[src/sv/bba_pkg.sv]
// Package for the bitmap block allocator: field widths, request and status codes,
// and the control struct that the sequencer hands to the run counter.
// Depends on nothing; bba_run_unit and bitmap_block_allocator import it.
package bba_pkg;

    localparam int BLOCKS_DEFAULT = 64;

    localparam int START_W  = 6;
    localparam int LENGTH_W = 7;
    localparam int STATUS_W = 2;
    localparam int FREE_W   = 7;
    localparam int DATA_W   = 16;

    localparam logic OP_ALLOC = 1'b0;
    localparam logic OP_FREE  = 1'b1;

    localparam logic [STATUS_W-1:0] ST_OK      = 2'd0;
    localparam logic [STATUS_W-1:0] ST_NO_ROOM = 2'd1;
    localparam logic [STATUS_W-1:0] ST_BAD_LEN = 2'd2;
    localparam logic [STATUS_W-1:0] ST_RANGE   = 2'd3;

    typedef struct packed {
        logic clear;
        logic step;
        logic used;
    } run_ctl_t;

endpackage

[src/sv/bba_ram.sv]
// Generic single-write, single-read RAM with a registered read port.
// Depends on nothing.
module bba_ram #(
    parameter int WIDTH = 1,
    parameter int DEPTH = 64
) (
    input  logic                                   clk,
    input  logic                                   we,
    input  logic [(DEPTH > 1 ? $clog2(DEPTH) : 1)-1:0] waddr,
    input  logic [WIDTH-1:0]                       wdata,
    input  logic                                   re,
    input  logic [(DEPTH > 1 ? $clog2(DEPTH) : 1)-1:0] raddr,
    output logic [WIDTH-1:0]                       rdata
);

    logic [WIDTH-1:0] mem [DEPTH];

    always_ff @(posedge clk)
    begin
        if (we)
        begin
            mem[waddr] <= wdata;
        end
        if (re)
        begin
            rdata <= mem[raddr];
        end
    end

endmodule

[src/sv/bba_run_unit.sv]
// Free-run counter for the first-fit search: counts consecutive free blocks and
// flags the cycle on which the run reaches the requested length. Uses bba_pkg.
module bba_run_unit #(
    parameter int BLOCKS = bba_pkg::BLOCKS_DEFAULT
) (
    input  logic                      clk,
    input  logic                      rst_n,
    input  bba_pkg::run_ctl_t         ctl,
    input  logic [$clog2(BLOCKS+1)-1:0] len,
    output logic                      hit
);
    import bba_pkg::*;

    localparam int CNT_W = $clog2(BLOCKS + 1);

    logic [CNT_W-1:0] run_reg;
    logic [CNT_W-1:0] run_next;
    logic [CNT_W-1:0] run_inc;

    assign run_inc = run_reg + CNT_W'(1);
    assign hit     = ctl.step && !ctl.used && (run_inc == len);

    always_comb
    begin
        run_next = run_reg;
        if (ctl.clear)
        begin
            run_next = '0;
        end
        else if (ctl.step)
        begin
            run_next = ctl.used ? '0 : run_inc;
        end
    end

    always_ff @(posedge clk or negedge rst_n)
    begin
        if (!rst_n)
        begin
            run_reg <= '0;
        end
        else
        begin
            run_reg <= run_next;
        end
    end

endmodule

[src/sv/bitmap_block_allocator.sv]
// Top level of the bitmap first-fit block allocator: sequencer, usage map RAM,
// free counter and output register. Uses bba_pkg, bba_ram and bba_run_unit.
//
//  Channel  | Dir | Handshake                    | Payload
//  ---------+-----+------------------------------+----------------------------------------
//  s_axis   | in  | s_axis_tvalid, s_axis_tready | tuser: operation; tdata: start, length
//  m_axis   | out | m_axis_tvalid, m_axis_tready | tdata: status, block_start, free_blocks
//
// After reset the block sweeps the usage map RAM to zero, one block per cycle, over
// all BLOCKS entries; s_axis_tready stays low during that sweep.
// A rejected request goes from the accepting state straight to the result state; a
// free request reads its run one block ahead of the writes that clear it.
// An allocate request scans the map one block per cycle through the single RAM read
// port and, if it finds a run, then marks that run used block by block.
// The result sits in an output register, so a stalled m_axis side does not stop the
// next request from being accepted; it only holds completion of that next request.
module bitmap_block_allocator #(
    parameter int BLOCKS = bba_pkg::BLOCKS_DEFAULT
) (
    input  logic                        clk,
    input  logic                        rst_n,
    input  logic                        s_axis_tvalid,
    output logic                        s_axis_tready,
    // tdata bits from low up: start_block[5:0], run_length[12:6], zero fill
    input  logic [bba_pkg::DATA_W-1:0]  s_axis_tdata,
    // tuser: operation (0 allocate, 1 free)
    input  logic                        s_axis_tuser,
    output logic                        m_axis_tvalid,
    input  logic                        m_axis_tready,
    // tdata bits from low up: status[1:0], block_start[7:2], free_blocks[14:8], zero fill
    output logic [bba_pkg::DATA_W-1:0]  m_axis_tdata
);
    import bba_pkg::*;

    localparam int IDX_W  = (BLOCKS > 1) ? $clog2(BLOCKS) : 1;
    localparam int CNT_W  = $clog2(BLOCKS + 1);
    localparam int WIDE_W = ((CNT_W > LENGTH_W) ? CNT_W : LENGTH_W) + 1;

    localparam logic [2:0] S_CLEAR = 3'd0;
    localparam logic [2:0] S_IDLE  = 3'd1;
    localparam logic [2:0] S_SCAN  = 3'd2;
    localparam logic [2:0] S_MARK  = 3'd3;
    localparam logic [2:0] S_FREE  = 3'd4;
    localparam logic [2:0] S_DONE  = 3'd5;

    localparam logic [IDX_W-1:0] LAST_IDX = IDX_W'(BLOCKS - 1);

    // Control state.
    logic [2:0]       state_reg,    state_next;
    logic [IDX_W-1:0] addr_reg,     addr_next;
    logic             pend_reg,     pend_next;
    logic [CNT_W-1:0] cnt_reg,      cnt_next;
    logic [CNT_W-1:0] evcnt_reg,    evcnt_next;
    logic [CNT_W-1:0] free_cnt_reg, free_cnt_next;
    logic             out_valid_reg, out_valid_next;

    // Payload state.
    logic [IDX_W-1:0]    pidx_reg,       pidx_next;
    logic [IDX_W-1:0]    base_reg,       base_next;
    logic [CNT_W-1:0]    len_reg,        len_next;
    logic [STATUS_W-1:0] res_status_reg, res_status_next;
    logic [START_W-1:0]  res_start_reg,  res_start_next;
    logic [DATA_W-1:0]   out_data_reg,   out_data_next;

    // RAM and run unit connections.
    logic             ram_we;
    logic [IDX_W-1:0] ram_waddr;
    logic [0:0]       ram_wdata;
    logic             ram_re;
    logic [IDX_W-1:0] ram_raddr;
    logic [0:0]       ram_rdata;
    run_ctl_t         run_ctl;
    logic             run_hit;

    // Request decode, done in a width that holds every sum without overflow.
    logic [WIDE_W-1:0] len_wide;
    logic [WIDE_W-1:0] start_wide;
    logic              bad_len;
    logic              bad_range;
    logic [CNT_W-1:0]  found_base;
    logic [WIDE_W-1:0] base_wide;
    logic [WIDE_W-1:0] free_wide;
    logic [IDX_W-1:0]  addr_inc;

    assign len_wide   = WIDE_W'(s_axis_tdata[START_W +: LENGTH_W]);
    assign start_wide = WIDE_W'(s_axis_tdata[START_W-1:0]);
    assign bad_len    = (len_wide == '0) || (len_wide > WIDE_W'(BLOCKS));
    assign bad_range  = (start_wide >= WIDE_W'(BLOCKS))
                     || ((start_wide + len_wide) > WIDE_W'(BLOCKS));

    // The run ends at the block just read, so it starts len - 1 blocks earlier.
    assign found_base = CNT_W'(pidx_reg) + CNT_W'(1) - len_reg;
    assign base_wide  = WIDE_W'(base_reg);
    assign free_wide  = WIDE_W'(free_cnt_reg);
    assign addr_inc   = (addr_reg == LAST_IDX) ? '0 : addr_reg + IDX_W'(1);

    assign s_axis_tready = (state_reg == S_IDLE);
    assign m_axis_tvalid = out_valid_reg;
    assign m_axis_tdata  = out_data_reg;

    bba_ram #(
        .WIDTH (1),
        .DEPTH (BLOCKS)
    ) u_map (
        .clk   (clk),
        .we    (ram_we),
        .waddr (ram_waddr),
        .wdata (ram_wdata),
        .re    (ram_re),
        .raddr (ram_raddr),
        .rdata (ram_rdata)
    );

    bba_run_unit #(
        .BLOCKS (BLOCKS)
    ) u_run (
        .clk   (clk),
        .rst_n (rst_n),
        .ctl   (run_ctl),
        .len   (len_reg),
        .hit   (run_hit)
    );

    always_comb
    begin
        state_next      = state_reg;
        addr_next       = addr_reg;
        pend_next       = pend_reg;
        cnt_next        = cnt_reg;
        evcnt_next      = evcnt_reg;
        free_cnt_next   = free_cnt_reg;
        out_valid_next  = out_valid_reg && !m_axis_tready;
        pidx_next       = pidx_reg;
        base_next       = base_reg;
        len_next        = len_reg;
        res_status_next = res_status_reg;
        res_start_next  = res_start_reg;
        out_data_next   = out_data_reg;
        ram_we          = 1'b0;
        ram_waddr       = pidx_reg;
        ram_wdata       = 1'b0;
        ram_re          = 1'b0;
        ram_raddr       = addr_reg;
        run_ctl         = '0;

        unique case (state_reg)
            S_CLEAR:
            begin
                ram_we    = 1'b1;
                ram_waddr = addr_reg;
                addr_next = addr_inc;
                if (addr_reg == LAST_IDX)
                begin
                    state_next = S_IDLE;
                end
            end

            S_IDLE:
            begin
                if (s_axis_tvalid)
                begin
                    len_next       = len_wide[CNT_W-1:0];
                    res_start_next = '0;
                    pend_next      = 1'b0;
                    if (bad_len)
                    begin
                        res_status_next = ST_BAD_LEN;
                        state_next      = S_DONE;
                    end
                    else if (s_axis_tuser == OP_ALLOC)
                    begin
                        addr_next     = '0;
                        run_ctl.clear = 1'b1;
                        state_next    = S_SCAN;
                    end
                    else if (bad_range)
                    begin
                        res_status_next = ST_RANGE;
                        state_next      = S_DONE;
                    end
                    else
                    begin
                        addr_next  = start_wide[IDX_W-1:0];
                        cnt_next   = len_wide[CNT_W-1:0];
                        evcnt_next = len_wide[CNT_W-1:0];
                        state_next = S_FREE;
                    end
                end
            end

            S_SCAN:
            begin
                // Read one block ahead while judging the block read last cycle.
                ram_re    = 1'b1;
                pend_next = 1'b1;
                pidx_next = addr_reg;
                addr_next = addr_inc;
                if (pend_reg)
                begin
                    run_ctl.step = 1'b1;
                    run_ctl.used = ram_rdata[0];
                    if (run_hit)
                    begin
                        base_next  = found_base[IDX_W-1:0];
                        addr_next  = found_base[IDX_W-1:0];
                        cnt_next   = len_reg;
                        state_next = S_MARK;
                    end
                    else if (pidx_reg == LAST_IDX)
                    begin
                        res_status_next = ST_NO_ROOM;
                        state_next      = S_DONE;
                    end
                end
            end

            S_MARK:
            begin
                ram_we    = 1'b1;
                ram_waddr = addr_reg;
                ram_wdata = 1'b1;
                addr_next = addr_inc;
                cnt_next  = cnt_reg - CNT_W'(1);
                if (cnt_reg == CNT_W'(1))
                begin
                    free_cnt_next   = free_cnt_reg - len_reg;
                    res_status_next = ST_OK;
                    res_start_next  = base_wide[START_W-1:0];
                    state_next      = S_DONE;
                end
            end

            S_FREE:
            begin
                // Reads run one block ahead of the clearing writes.
                pend_next = 1'b0;
                if (cnt_reg != '0)
                begin
                    ram_re    = 1'b1;
                    pend_next = 1'b1;
                    pidx_next = addr_reg;
                    addr_next = addr_inc;
                    cnt_next  = cnt_reg - CNT_W'(1);
                end
                if (pend_reg)
                begin
                    ram_we        = 1'b1;
                    ram_waddr     = pidx_reg;
                    free_cnt_next = free_cnt_reg + CNT_W'(ram_rdata[0]);
                    evcnt_next    = evcnt_reg - CNT_W'(1);
                    if (evcnt_reg == CNT_W'(1))
                    begin
                        res_status_next = ST_OK;
                        state_next      = S_DONE;
                    end
                end
            end

            S_DONE:
            begin
                if (!out_valid_reg || m_axis_tready)
                begin
                    out_valid_next = 1'b1;
                    out_data_next  = DATA_W'({free_wide[FREE_W-1:0], res_start_reg,
                                              res_status_reg});
                    state_next     = S_IDLE;
                end
            end

            default:
            begin
                state_next = S_IDLE;
            end
        endcase
    end

    always_ff @(posedge clk or negedge rst_n)
    begin
        if (!rst_n)
        begin
            state_reg     <= S_CLEAR;
            addr_reg      <= '0;
            pend_reg      <= 1'b0;
            cnt_reg       <= '0;
            evcnt_reg     <= '0;
            free_cnt_reg  <= CNT_W'(BLOCKS);
            out_valid_reg <= 1'b0;
        end
        else
        begin
            state_reg     <= state_next;
            addr_reg      <= addr_next;
            pend_reg      <= pend_next;
            cnt_reg       <= cnt_next;
            evcnt_reg     <= evcnt_next;
            free_cnt_reg  <= free_cnt_next;
            out_valid_reg <= out_valid_next;
        end
    end

    always_ff @(posedge clk)
    begin
        pidx_reg       <= pidx_next;
        base_reg       <= base_next;
        len_reg        <= len_next;
        res_status_reg <= res_status_next;
        res_start_reg  <= res_start_next;
        out_data_reg   <= out_data_next;
    end

    // The free count can never exceed the pool size.
    a_free_bound: assert property (@(posedge clk) disable iff (!rst_n)
        free_cnt_reg <= CNT_W'(BLOCKS))
        else $error("free count above pool size");

    // No request is taken while the map is still being cleared.
    a_no_accept_in_clear: assert property (@(posedge clk) disable iff (!rst_n)
        (state_reg == S_CLEAR) |-> !s_axis_tready)
        else $error("request accepted during map clear");

    // A run being marked must fit in the blocks counted as free.
    a_mark_fits: assert property (@(posedge clk) disable iff (!rst_n)
        (state_reg == S_MARK) |-> (free_cnt_reg >= len_reg))
        else $error("marking a run larger than the free count");

    // A finished result waits while the output register holds a result not being taken.
    a_done_holds: assert property (@(posedge clk) disable iff (!rst_n)
        (state_reg == S_DONE && out_valid_reg && !m_axis_tready)
        |=> (state_reg == S_DONE))
        else $error("result overwrote an untaken output");

endmodule
[config.mk]
export PLATFORM = sky130hd
export DESIGN_NAME = bitmap_block_allocator
export DESIGN_NICKNAME = d
export VERILOG_FILES = /design/src/sv/bba_pkg.sv /design/src/sv/bba_ram.sv /design/src/sv/bba_run_unit.sv /design/src/sv/bitmap_block_allocator.sv
export SDC_FILE = /design/constraint.sdc
export NUM_CORES = 1
export LEC_CHECK = 0
export ABC_AREA = 1
export BUFFER_PORTS_ARGS = -buffer_cell sky130_fd_sc_hd__buf_2
export CAP_MARGIN = 20
export CELL_PAD_IN_SITES_DETAIL_PLACEMENT = 1
export CELL_PAD_IN_SITES_GLOBAL_PLACEMENT = 2
export CORE_ASPECT_RATIO = 1.1
export CORE_UTILIZATION = 35
export DETAILED_ROUTE_END_ITERATION = 6
export PLACE_DENSITY = 0.77
export SYNTH_ARGS = -nofsm -noshare
export SYNTH_HDL_FRONTEND = slang
export SYNTH_HIERARCHICAL = 1
export SYNTH_SLANG_ARGS = --single-unit
export TNS_END_PERCENT = 5
[constraint.sdc]
create_clock -name clk -period 2.7 [get_ports clk]
set_input_delay 0.27 -clock clk [delete_from_list [all_inputs] [get_ports clk]]
set_output_delay 0.27 -clock clk [all_outputs]
set_load 0.005 [all_outputs]
==> reports/metrics.cfg, run 1 <==
[timing]
final_max_slew_viol_count = 0
slew_headroom = 0.3139
finalSetupViolCount = 0
skew_ns = 0.01069
worst_pin_slew_ns = 1.018
period_needed_ns = 2.498
period_share = 0.9252
rsz0062_at_grt = true
fmax_ghz = 0.4003
fin_ws_ns = 0.2019
hold_violations = 0
finalSetupTns_ns = 0

[clock_network]
cts_buffer_depth = 2
clock_sinks = 146
cts_buffers = 17
clk_pin_slew_worst_paths_ns = 0.07
cts-root-buf = clkbuf_16
htree_num_levels = 4
clk_latency_ns = 0.43
cts_tree = yes

[drt]
drtPass1Iterations = 4
totalWireLength_mm = 22.65
drc = 0
avgViaCountPerCell = 4.887
drtAntennaViolNets = 0
wl_per_cell_um = 16.80
drt_iter0_markers = 302
vias = 6588

[yosys]
synth_compound_area_frac = 0.05538
yosys.area_share.simple = 0.2954
muxShareOfSynthArea = 0.002731
yosys_warnings = 6
synth.top_cell.area_share = 0.3896
yosysMostFrequentCell = nand2_1
yosys.area_share.adder = 0.04976
synthArstFlopShare = 0.2671
synth_top_family_by_area = simple AND/OR/NAND/NOR gates
yosysSeqAreaShare = 0.5081
synth_edf_count = 107
yosysTopAreaCell = edfxtp_1
synth_flop_cell = edfxtp_1
synth_xor_area_frac = 0.01487
synth_seq_cells = 146
synthesis.instances = 965
synthesis.nets = 1017
synth_area_leaders = edfxtp_1, nand2_1, dfrtp_1
avgSynthCellArea_um2 = 8.546
netlist-cell-type-count = 47
synth_top_cells_by_count = nand2_1, nand3_1, nor2_1, edfxtp_1, inv_1
synth_area_um2 = 8247

[critical_path]
end_kind = register
worstPathRequired_ns = 3.08
cp_max_fo = 4
crit-reg2reg-launch = state_reg[1]$_DFFE_PN0P_
crit_arrival_ns = 2.88
rrSetupSlack_ns = 0.20
reg2regPathDepth = 16
critPathKind = reg -> reg
startpoint_type = register
reg2reg_to = free_cnt_reg[6]$_DFFE_PN1P_

[hold_path]
min_from = s_axis_tdata[12]
min_path_cells = 1
min_path_type = in -> reg
hold_end = len_reg[6]$_DFFE_PP_

[finish]
fill_cells = 2751
nets = 1087
regMostFlops = u_map/mem
drive_gt1_frac = 0.1431
syn_to_final_growth_pct = 15.99
antenna_cells = 0
multi_input_area_um2 = 3487
ff_latch_area_um2 = 4194
largest_register_ffs = 64

[floorplan]
rows = 58
die_width_um = 148.4
core_area_um2 = 23000
start_util = 0.3585
dieArea_um2 = 24180
ios = 39
die_h_um = 163.0

[global_route]
overflow = 0
grt_pass1_vias = 6770
grtUsageMet2 = 0.3732
grt_antenna_before_repair = 0
grt_start_max_net_pins = 65
grt_busiest_layer = met2
met3_usage = 0.02633
grt_usage = 0.1972
grt_pass1_wl_mm = 35.87
grtUsageMet1 = 0.2292

[pwr]
p_leak_nw = 4.075
switching_share = 0.2475
intPower_mw = 3.727
powerDensity_nw_per_um2 = 517.7
p_switching_mw = 1.225
combPwrFrac = 0.035
max-vdd-ir-drop_uv = 411.6
clkPwrFrac = 0.480
seq_power_share = 0.484

[place]
globalplace.congestion = 0.8050
dp_hpwl_mm = 17.07
port-buffer-count = 34
place_ws_ns = 0.05237

[job]
timing.max_cap.violations = 0

[run_status]
outcome = finished, final reports clean

==> cell type report <==
| class | instances | area share |
|---|---|---|
| Clock buffer | 18 | 0.04591 |
| Clock inverter | 14 | 0.01622 |
| Inverter | 118 | 0.04748 |
| Multi-Input combinational cell | 683 | 0.3646 |
| Sequential cell | 146 | 0.4385 |
| Tap cell | 300 | 0.03924 |
| Timing Repair Buffer | 69 | 0.04814 |
==> through the flow <==
step           power [mW]  hold WS (ns)  cells    util  cell area (um^2)
3_5_place_dp        2.621        0.4063   1310  0.3861              8881
2_1_floorplan       2.546      -0.02559    965       -              8255
3_3_place_gp        2.619        0.4041   1310  0.3861              8881
4_1_cts             5.017       0.03510   1342  0.4119              9475
6_report            4.952        0.1226   1348  0.4158              9565
5_1_grt             5.124        0.1107   1348  0.4158              9565
==> metal layers <==
metal	vias up	part of all wire	routed length (um)
met5	-	0	0
met4	0	0.015	333
met3	21	0.017	383
met2	56	0.54	12170
met1	3174	0.43	9762
li1	3337	-	-
==> power groups by stage <==
stage                     Sequential [mW]  Clock, mW  Combinational [mW]
after CTS                            2.40       2.44               0.174
after floorplan                      2.45          0               0.101
after global routing                 2.40       2.53               0.200
after global placement               2.45          0               0.172
after detailed placement             2.45          0               0.174
final                                2.40       2.38               0.174
==> layout by cell type, fill, tap and decap left out, types with 4 or more instances in the layout <==
cell,instances
o22ai_1,6
inv_2,9
clkbuf_16,17
nor2_1,114
o221ai_1,5
edfxtp_1,107
buf_4,32
nand2_1,270
nand3_1,113
a21oi_1,19
inv_1,106
o21ai_1,9
xor2_1,11
dfrtp_1,35
buf_2,34
nor3_1,15
nand4_1,10
nor2_4,5
o21ai_0,24
ha_1,28
o211ai_1,6
inv_8,8
a31oi_1,4
inv_6,4
nand3b_1,4
nand2_2,7
==> kinds of logic (layout without fill, tap and decap cells) <==
logic type | after synthesis | in the layout
adder cells (fa/ha/maj) | 31 | 31
other | 1 | 1
buffers and inverters | 136 | 219
flip-flops | 146 | 146
AND/OR/NAND/NOR | 556 | 556
XOR/XNOR | 14 | 14
multiplexers | 2 | 2
AO/OA/AOI/OAI | 79 | 79
==> worst max-delay path by stage <==
stage                                  endpoint  depth (start not counted)  slack (ns)                startpoint
floorplan           free_cnt_reg[6]$_DFFE_PN1P_                         18        0.03  state_reg[0]$_DFFE_PN0P_
detailed placement      addr_reg[5]$_DFFE_PN0P_                         20        0.05  state_reg[1]$_DFFE_PN0P_
global placement        addr_reg[5]$_DFFE_PN0P_                         20        0.11  state_reg[1]$_DFFE_PN0P_
finish              free_cnt_reg[6]$_DFFE_PN1P_                         16        0.20  state_reg[1]$_DFFE_PN0P_
global route            addr_reg[1]$_DFFE_PN0P_                         19       -0.04  state_reg[2]$_DFFE_PN0P_
CTS                     addr_reg[5]$_DFFE_PN0P_                         20        0.04  state_reg[1]$_DFFE_PN0P_
==> what timing repair did <==
action | 4_1_cts | 5_1_grt
hold endpoints to repair | 0 | 38
buffers inserted | 0 | 4
gates resized for setup | 0 | 10
hold buffers | 0 | 1
endpoints found under the setup margin | 0 | 73
==> worst max-delay path, stage by stage (launching register included) <==
cell and delay [ns]:
dfrtp_2 0.43, buf_4 0.15, nor2_4 0.10, nand2_2 0.09, o21ai_2 0.13, ha_1 0.17, inv_1 0.05, fa_1 0.38
nand3b_1 0.17, nand2_1 0.10, nand2_1 0.08, nand2_1 0.06, a21oi_1 0.06, or2_2 0.29, nand3_1 0.08, nand2_1 0.05
nand2_1 0.05
Note: power is estimated with default switching activity, not from simulation.
==> run 2: changes to the inputs <==
Settings changed: PLACE_DENSITY 0.77 to 0.79.
==> run 2 against run 1 <==
Wire length increased by 1.9%. Final cell count decreased by 0.15%. Count of clock-buffer cells in the layout unchanged. Utilization decreased by 0.28 points. Global-route usage increased by 0.51 points. Design area decreased by 0.67%. Via count increased by 2.2%. Clock skew increased by 0.00093 ns. Clock power decreased by 6%. Critical endpoint is now cnt_reg[1]$_DFFE_PN0P_. Highest routed layer unchanged.
==> reports/metrics.cfg, run 2 (synthesis gave the netlist of run 1 again) <==
[global_route]
grt_pass1_vias = 7003  ; +3.4%
overflow = 0  ; unchanged
grt_usage = 0.2023  ; +0.005094
grt_start_max_net_pins = 65  ; unchanged
grt_pass1_wl_mm = 37.03  ; +3.2%
grt_antenna_before_repair = 0  ; unchanged

[finish]
syn_to_final_growth_pct = 15.22
final_cell_mix = nand2_1, nor2_1, nand3_1
nets = 1085  ; -0.18%
fin_util = 0.4130  ; -0.002774
final_common_cell = nand2_1
stdcell_count = 1346  ; -0.15%
largest_register_ffs = 64  ; unchanged
antenna_cells = 0  ; unchanged
regMostFlops = u_map/mem
drive_gt1_frac = 0.1405  ; -0.002594

[floorplan]
core_area_um2 = 23000  ; unchanged
dieArea_um2 = 24180  ; unchanged
start_util = 0.3585  ; unchanged
rows = 58  ; unchanged
die_h_um = 163.0  ; unchanged
ios = 39  ; unchanged
die_width_um = 148.4  ; unchanged

[timing]
whs_ns = 0.1253  ; +0.002679 ns
hold_violations = 0  ; unchanged
fin_ws_ns = 0.1749  ; -0.02700 ns
skew_ns = 0.01162  ; +0.0009318 ns
fmax_ghz = 0.3960  ; -1.1%
period_needed_ns = 2.525  ; +0.02700 ns
period_share = 0.9352  ; +0.01000
slew_headroom = 0.3360  ; +0.02209
finalSetupViolCount = 0  ; unchanged
final_max_slew_viol_count = 0  ; unchanged
finalSetupTns_ns = 0  ; unchanged
worst_pin_slew_ns = 0.9856  ; -0.03279 ns

[critical_path]
end_kind = register
cp_max_fo = 8  ; +4
critPathKind = reg -> reg
crit_arrival_ns = 2.84  ; -0.04 ns
startpoint_type = register
worstPathRequired_ns = 3.01  ; -0.07 ns

[pwr]
p_leak_nw = 4.033  ; -1.0%
powerDensity_nw_per_um2 = 506.7  ; -2.1%
max-vdd-ir-drop_uv = 420.9  ; +2.2%

[drt]
drtPass1Iterations = 4  ; unchanged
drc = 0  ; unchanged
drtAntennaViolNets = 0  ; unchanged
drt_iter0_markers = 266  ; -12%
wl_per_cell_um = 17.14  ; +2.0%
vias = 6733  ; +2.2%
avgViaCountPerCell = 5.002  ; +2.4%
totalWireLength_mm = 23.07  ; +1.9%

[place]
port-buffer-count = 34  ; unchanged
dp_hpwl_mm = 17.38  ; +1.8%
place_ws_ns = 0.01926  ; -0.03311 ns
globalplace.congestion = 0.8173  ; +1.5%
dp_cells = 1312  ; +0.15%

[clock_network]
htree_num_levels = 4  ; unchanged
cts_tree = yes
clock_sinks = 146  ; unchanged
cts-root-buf = clkbuf_16
clk_pin_slew_worst_paths_ns = 0.07  ; about the same
cts_buffers = 17  ; unchanged
cts_setup_buffers = 0  ; unchanged
clk_latency_ns = 0.42  ; about the same
cts_buffer_depth = 2  ; unchanged

[run_status]
outcome = finished, final reports clean

[job]
timing.max_cap.violations = 0  ; unchanged

[hold_path]
min_path_type = in -> reg

## run 2: metrics by stage
step                      cell area, um^2  power [mW]
final                                9502       4.815
after floorplan                      8255       2.546
after global placement               8884       2.619
after detailed placement             8884       2.623
after CTS                            9439       4.872
after global routing                 9502       4.985
## run 2: timing repair
action	CTS	global route
setup endpoints to repair	10	31
resized for setup	2	10
hold endpoints to repair	0	10
pin swaps	0	1
hold buffers	0	1
## run 2: area by class of cell
cell class	instances	area (um^2)
Tap cell	300	375.4
Multi-Input combinational cell	683	3496
Timing Repair Buffer	67	432.9
Clock inverter	14	120.1
Sequential cell	146	4194
Inverter	118	454.2
Fill cell	2763	13500
Clock buffer	18	429.2
## run 2: layer usage
| metal | vias to the layer above | GRT usage | wire, um |
|---|---|---|---|
| met5 | - | 0 | 0 |
| met4 | 0 | 0.06139 | 382 |
| met3 | 23 | 0.02633 | 473 |
| met2 | 77 | 0.3771 | 12360 |
| met1 | 3309 | 0.2394 | 9848 |
| li1 | 3324 | - | - |
## run 2: path summary, 6_finish.rpt
| check | startpoint | end | slack, ns | cells after the start |
|---|---|---|---|---|
| max in group asynchronous | rst_n | free_cnt_reg[6]$_DFFE_PN1P_ | 1.88 | 3 |
| min reg2reg | res_start_reg[0]$_SDFFCE_PN0P_ | m_axis_tdata[2]$_DFFE_PP_ | 0.42 | 0 |
| max | state_reg[1]$_DFFE_PN0P_ | cnt_reg[1]$_DFFE_PN0P_ | 0.17 | 17 |
| min in group asynchronous | rst_n | u_run/run_reg[3]$_DFFE_PN0P_ | 0.27 | 2 |
| min | s_axis_tdata[7] | len_reg[1]$_DFFE_PP_ | 0.13 | 1 |
| max reg2reg | state_reg[1]$_DFFE_PN0P_ | cnt_reg[1]$_DFFE_PN0P_ | 0.17 | 17 |
## run 2: critical path, stage by stage, from the launching register on
cell	delay [ns]
dfrtp_2	0.44
inv_2	0.08
nor2_4	0.08
nand2_1	0.11
nor2_1	0.15
nand2_1	0.10
nor2_1	0.12
nand3_1	0.07
nor2_1	0.10
nand4_1	0.11
nor2_2	0.18
inv_1	0.10
o21ai_4	0.21
nand3b_4	0.12
nor2_8	0.17
nand2_4	0.11
nand2_1	0.09
nand2_1	0.05
## run 2: power by group
group | total (mW) | switching, mW | internal (mW)
registers | 2.40 | 0.00780 | 2.39
logic | 0.176 | 0.113 | 0.0630
clock network | 2.24 | 1.03 | 1.20
==> run 3: changes to the inputs <==
Settings changed: ABC_AREA 1 to not set, CORE_UTILIZATION 35 to 38.
==> run 3 against run 2 <==
The flow now finishes with violations (negative setup slack). Global-route usage increased by 2.3 points. Sequential share of layout area fell by 2.7 points. Register-to-register slack worse by 0.33 ns. Count of clock-buffer cells in the layout is 1 lower. Final cell count is 14% lower.
==> reports/metrics.cfg, run 3 <==
[run_status]
outcome = finished with violations
violations = negative setup slack

[global_route]
grt_pass1_vias = 6858  ; -2.1%
grt_usage = 0.2252  ; +0.02288
overflow = 0  ; unchanged
grt_antenna_before_repair = 0  ; unchanged
grt_pass1_wl_mm = 37.61  ; +1.6%
grt_start_max_net_pins = 66  ; +1.5%

[finish]
stdcell_count = 1156  ; -14%
multi_input_area_um2 = 3880  ; +11%
syn_to_final_growth_pct = 23.14
drive_gt1_frac = 0.2587  ; +0.1181
ff_latch_area_um2 = 4190  ; about the same
fill_cells = 2369  ; -14%
final_common_cell = edfxtp_1
largest_register_ffs = 64  ; unchanged
regMostFlops = u_map/mem
final_cell_mix = edfxtp_1, nor2_1, buf_4
antenna_cells = 0  ; unchanged
nets = 905  ; -17%

[place]
dp_hpwl_mm = 16.76  ; -3.6%
globalplace.congestion = 0.8520  ; +4.2%
dp_cells = 1114  ; -15%
port-buffer-count = 34  ; unchanged

[yosys]
yosysSeqAreaShare = 0.5097  ; +0.001624
synthArstFlopShare = 0.2671  ; unchanged
synth_area_um2 = 8220  ; -0.32%
synth_top_cells_by_count = edfxtp_1, nor2_1, nand2_1, dfrtp_1, inv_1
yosys_warnings = 6  ; unchanged
synth_seq_cells = 146  ; unchanged
avgSynthCellArea_um2 = 11.09  ; +30%
netlist-cell-type-count = 79  ; +68%
synth_flop_cell = edfxtp_1
synthesis.instances = 741  ; -23%
synthesis.nets = 793  ; -22%
yosysTopAreaCell = edfxtp_1
synth_edf_count = 107  ; unchanged
synth.top_cell.area_share = 0.3909  ; +0.001245
yosysMostFrequentCell = edfxtp_1
synth_area_leaders = edfxtp_1, dfrtp_1, nor2_1

[timing]
fmax_ghz = 0.3507  ; -11%
skew_ns = 0.01067  ; -0.0009482 ns
rsz0062_at_grt = true
worst_pin_slew_ns = 0.9105  ; -0.07502 ns
period_share = 1.056  ; +0.1210
final_max_slew_viol_count = 0  ; unchanged
finalSetupViolCount = 13  ; +13
period_needed_ns = 2.852  ; +0.3268 ns
fin_ws_ns = -0.1518  ; -0.3268 ns
slew_headroom = 0.3866  ; +0.05054
hold_violations = 0  ; unchanged
whs_ns = 0.1638  ; +0.03855 ns
finalSetupTns_ns = -1.135  ; -1.135 ns

[floorplan]
die_h_um = 156.3  ; -4.1%
ios = 39  ; unchanged
core_area_um2 = 21300  ; -7.4%
die_width_um = 142.2  ; -4.1%
rows = 56  ; -3.4%
start_util = 0.3859  ; +0.02745
dieArea_um2 = 22230  ; -8.1%

[clock_network]
clk_latency_ns = 0.44  ; +0.02 ns
cts-root-buf = clkbuf_16
clock_sinks = 146  ; unchanged
cts_buffer_depth = 2  ; unchanged
cts_tree = yes
clk_pin_slew_worst_paths_ns = 0.08  ; about the same
cts_buffers = 17  ; unchanged
htree_num_levels = 4  ; unchanged

[drt]
avgViaCountPerCell = 5.542  ; +11%
drc = 0  ; unchanged
drt_iter0_markers = 329  ; +24%
wl_per_cell_um = 20.38  ; +19%
totalWireLength_mm = 23.56  ; +2.1%
drtPass1Iterations = 6  ; +2
vias = 6407  ; -4.8%
drtAntennaViolNets = 0  ; unchanged

[critical_path]
startpoint_type = register
critPathLaunch = u_run/run_reg[0]$_DFFE_PN0P_
crit-reg2reg-launch = u_run/run_reg[0]$_DFFE_PN0P_
reg2regPathDepth = 12  ; -5
cp_max_fo = 4  ; -4
end_kind = register
rrSetupSlack_ns = -0.15  ; -0.33 ns
worstPathRequired_ns = 3.02  ; about the same
crit_arrival_ns = 3.17  ; +0.33 ns
reg2reg_to = addr_reg[4]$_DFFE_PN0P_
crit_end = addr_reg[4]$_DFFE_PN0P_
critPathKind = reg -> reg

[pwr]
p_leak_nw = 3.981  ; -1.3%
max-vdd-ir-drop_uv = 480.3  ; +14%
powerDensity_nw_per_um2 = 1011  ; +100%

[hold_path]
min_path_type = in -> reg

[job]
timing.max_cap.violations = 0  ; unchanged

-- run 3: cell types whose count changed in the layout (fill, tap and decap cells not counted), sizes merged, moves of 12 or more --
cell / before / now
mux4: 0 / 16
a21o: 0 / 14
nand3: 116 / 17
xnor2: 3 / 17
inv: 124 / 44
mux2: 2 / 14
and3: 0 / 12
buf: 66 / 128
nand2: 280 / 47
nor2b: 0 / 12
nor2: 123 / 98
mux2i: 0 / 16
a21oi: 20 / 32
-- run 3: repair_timing --
item	CTS	global route
endpoints found under the hold margin	0	17
cloned	0	1
endpoints found under the setup margin	30	79
pin swaps	5	9
hold buffers	0	1
resized for setup	15	29
buffers inserted	3	4
-- run 3: critical path, cell delays in order (launching register included) --
cell,delay (ns)
dfrtp_1,0.41
buf_6,0.13
ha_4,0.23
xor2_1,0.16
or4_4,0.50
a2111oi_4,0.22
buf_6,0.18
and3b_1,0.16
o21ai_1,0.07
nand2_1,0.10
nor2_1,0.05
a221o_1,0.26
mux2_4,0.26
-- run 3: final cells by class --
cell class,count,area share
clock inverter,15,0.01965
clock buffer,17,0.04203
inverter,35,0.01298
tap,290,0.03585
multi-input combinational,524,0.3833
sequential,146,0.4140
timing repair buffer,129,0.09221
-- run 3: where the power goes --
part           total (mW)  internal (mW)  switching, mW
Sequential           3.35           3.00          0.343
Combinational        4.44           1.91           2.53
Clock                2.45           1.28           1.17
-- run 3: layer usage --
metal / up-vias / global-route usage / share of wire
met1: 3299 / 0.2998 / 0.46
met4: 0 / 0.06042 / 0.0096
li1: 2980 / - / -
met2: 110 / 0.3744 / 0.50
met5: - / 0 / 0
met3: 18 / 0.04315 / 0.030
-- run 3: metrics by stage --
step           instance area (um^2)  power (mW)  setup WS [ns]    util
2_1_floorplan                  8269       5.987        -0.2388       -
3_3_place_gp                   9249       7.308        -0.3748  0.4342
3_5_place_dp                   9249       7.527        -0.4499  0.4342
4_1_cts                        9951       10.11        -0.1330  0.4672
5_1_grt                       10120       10.81        -0.3146  0.4752
6_report                      10120       10.23        -0.1518  0.4752
-- run 3: how the worst min path moves through the flow --
stage	startpoint	to	slack [ns]	cells after the start
floorplan	rst_n	addr_reg[0]$_DFFE_PN0P_	-0.03	0
global placement	res_start_reg[2]$_SDFFCE_PN0P_	m_axis_tdata[4]$_DFFE_PP_	0.41	0
detailed placement	res_start_reg[1]$_SDFFCE_PN0P_	m_axis_tdata[3]$_DFFE_PP_	0.41	0
CTS	rst_n	free_cnt_reg[1]$_DFFE_PN0P_	0.06	1
global route	s_axis_tdata[10]	len_reg[4]$_DFFE_PP_	0.15	1
finish	s_axis_tdata[10]	len_reg[4]$_DFFE_PP_	0.16	1
-- run 3: cells by family (layout without fill, tap and decap cells) --
| group | Yosys count | count (layout) | share of synthesized area |
|---|---|---|---|
| simple gates | 270 | 270 | 0.1650 |
| compound gates | 147 | 147 | 0.1187 |
| flops | 146 | 146 | 0.5097 |
| buf+inv | 71 | 196 | 0.03912 |
| mux | 46 | 46 | 0.08615 |
| fa+ha+maj | 31 | 31 | 0.04992 |
| xor+xnor | 29 | 29 | 0.03090 |
| other cells | 1 | 1 | 0.0004562 |
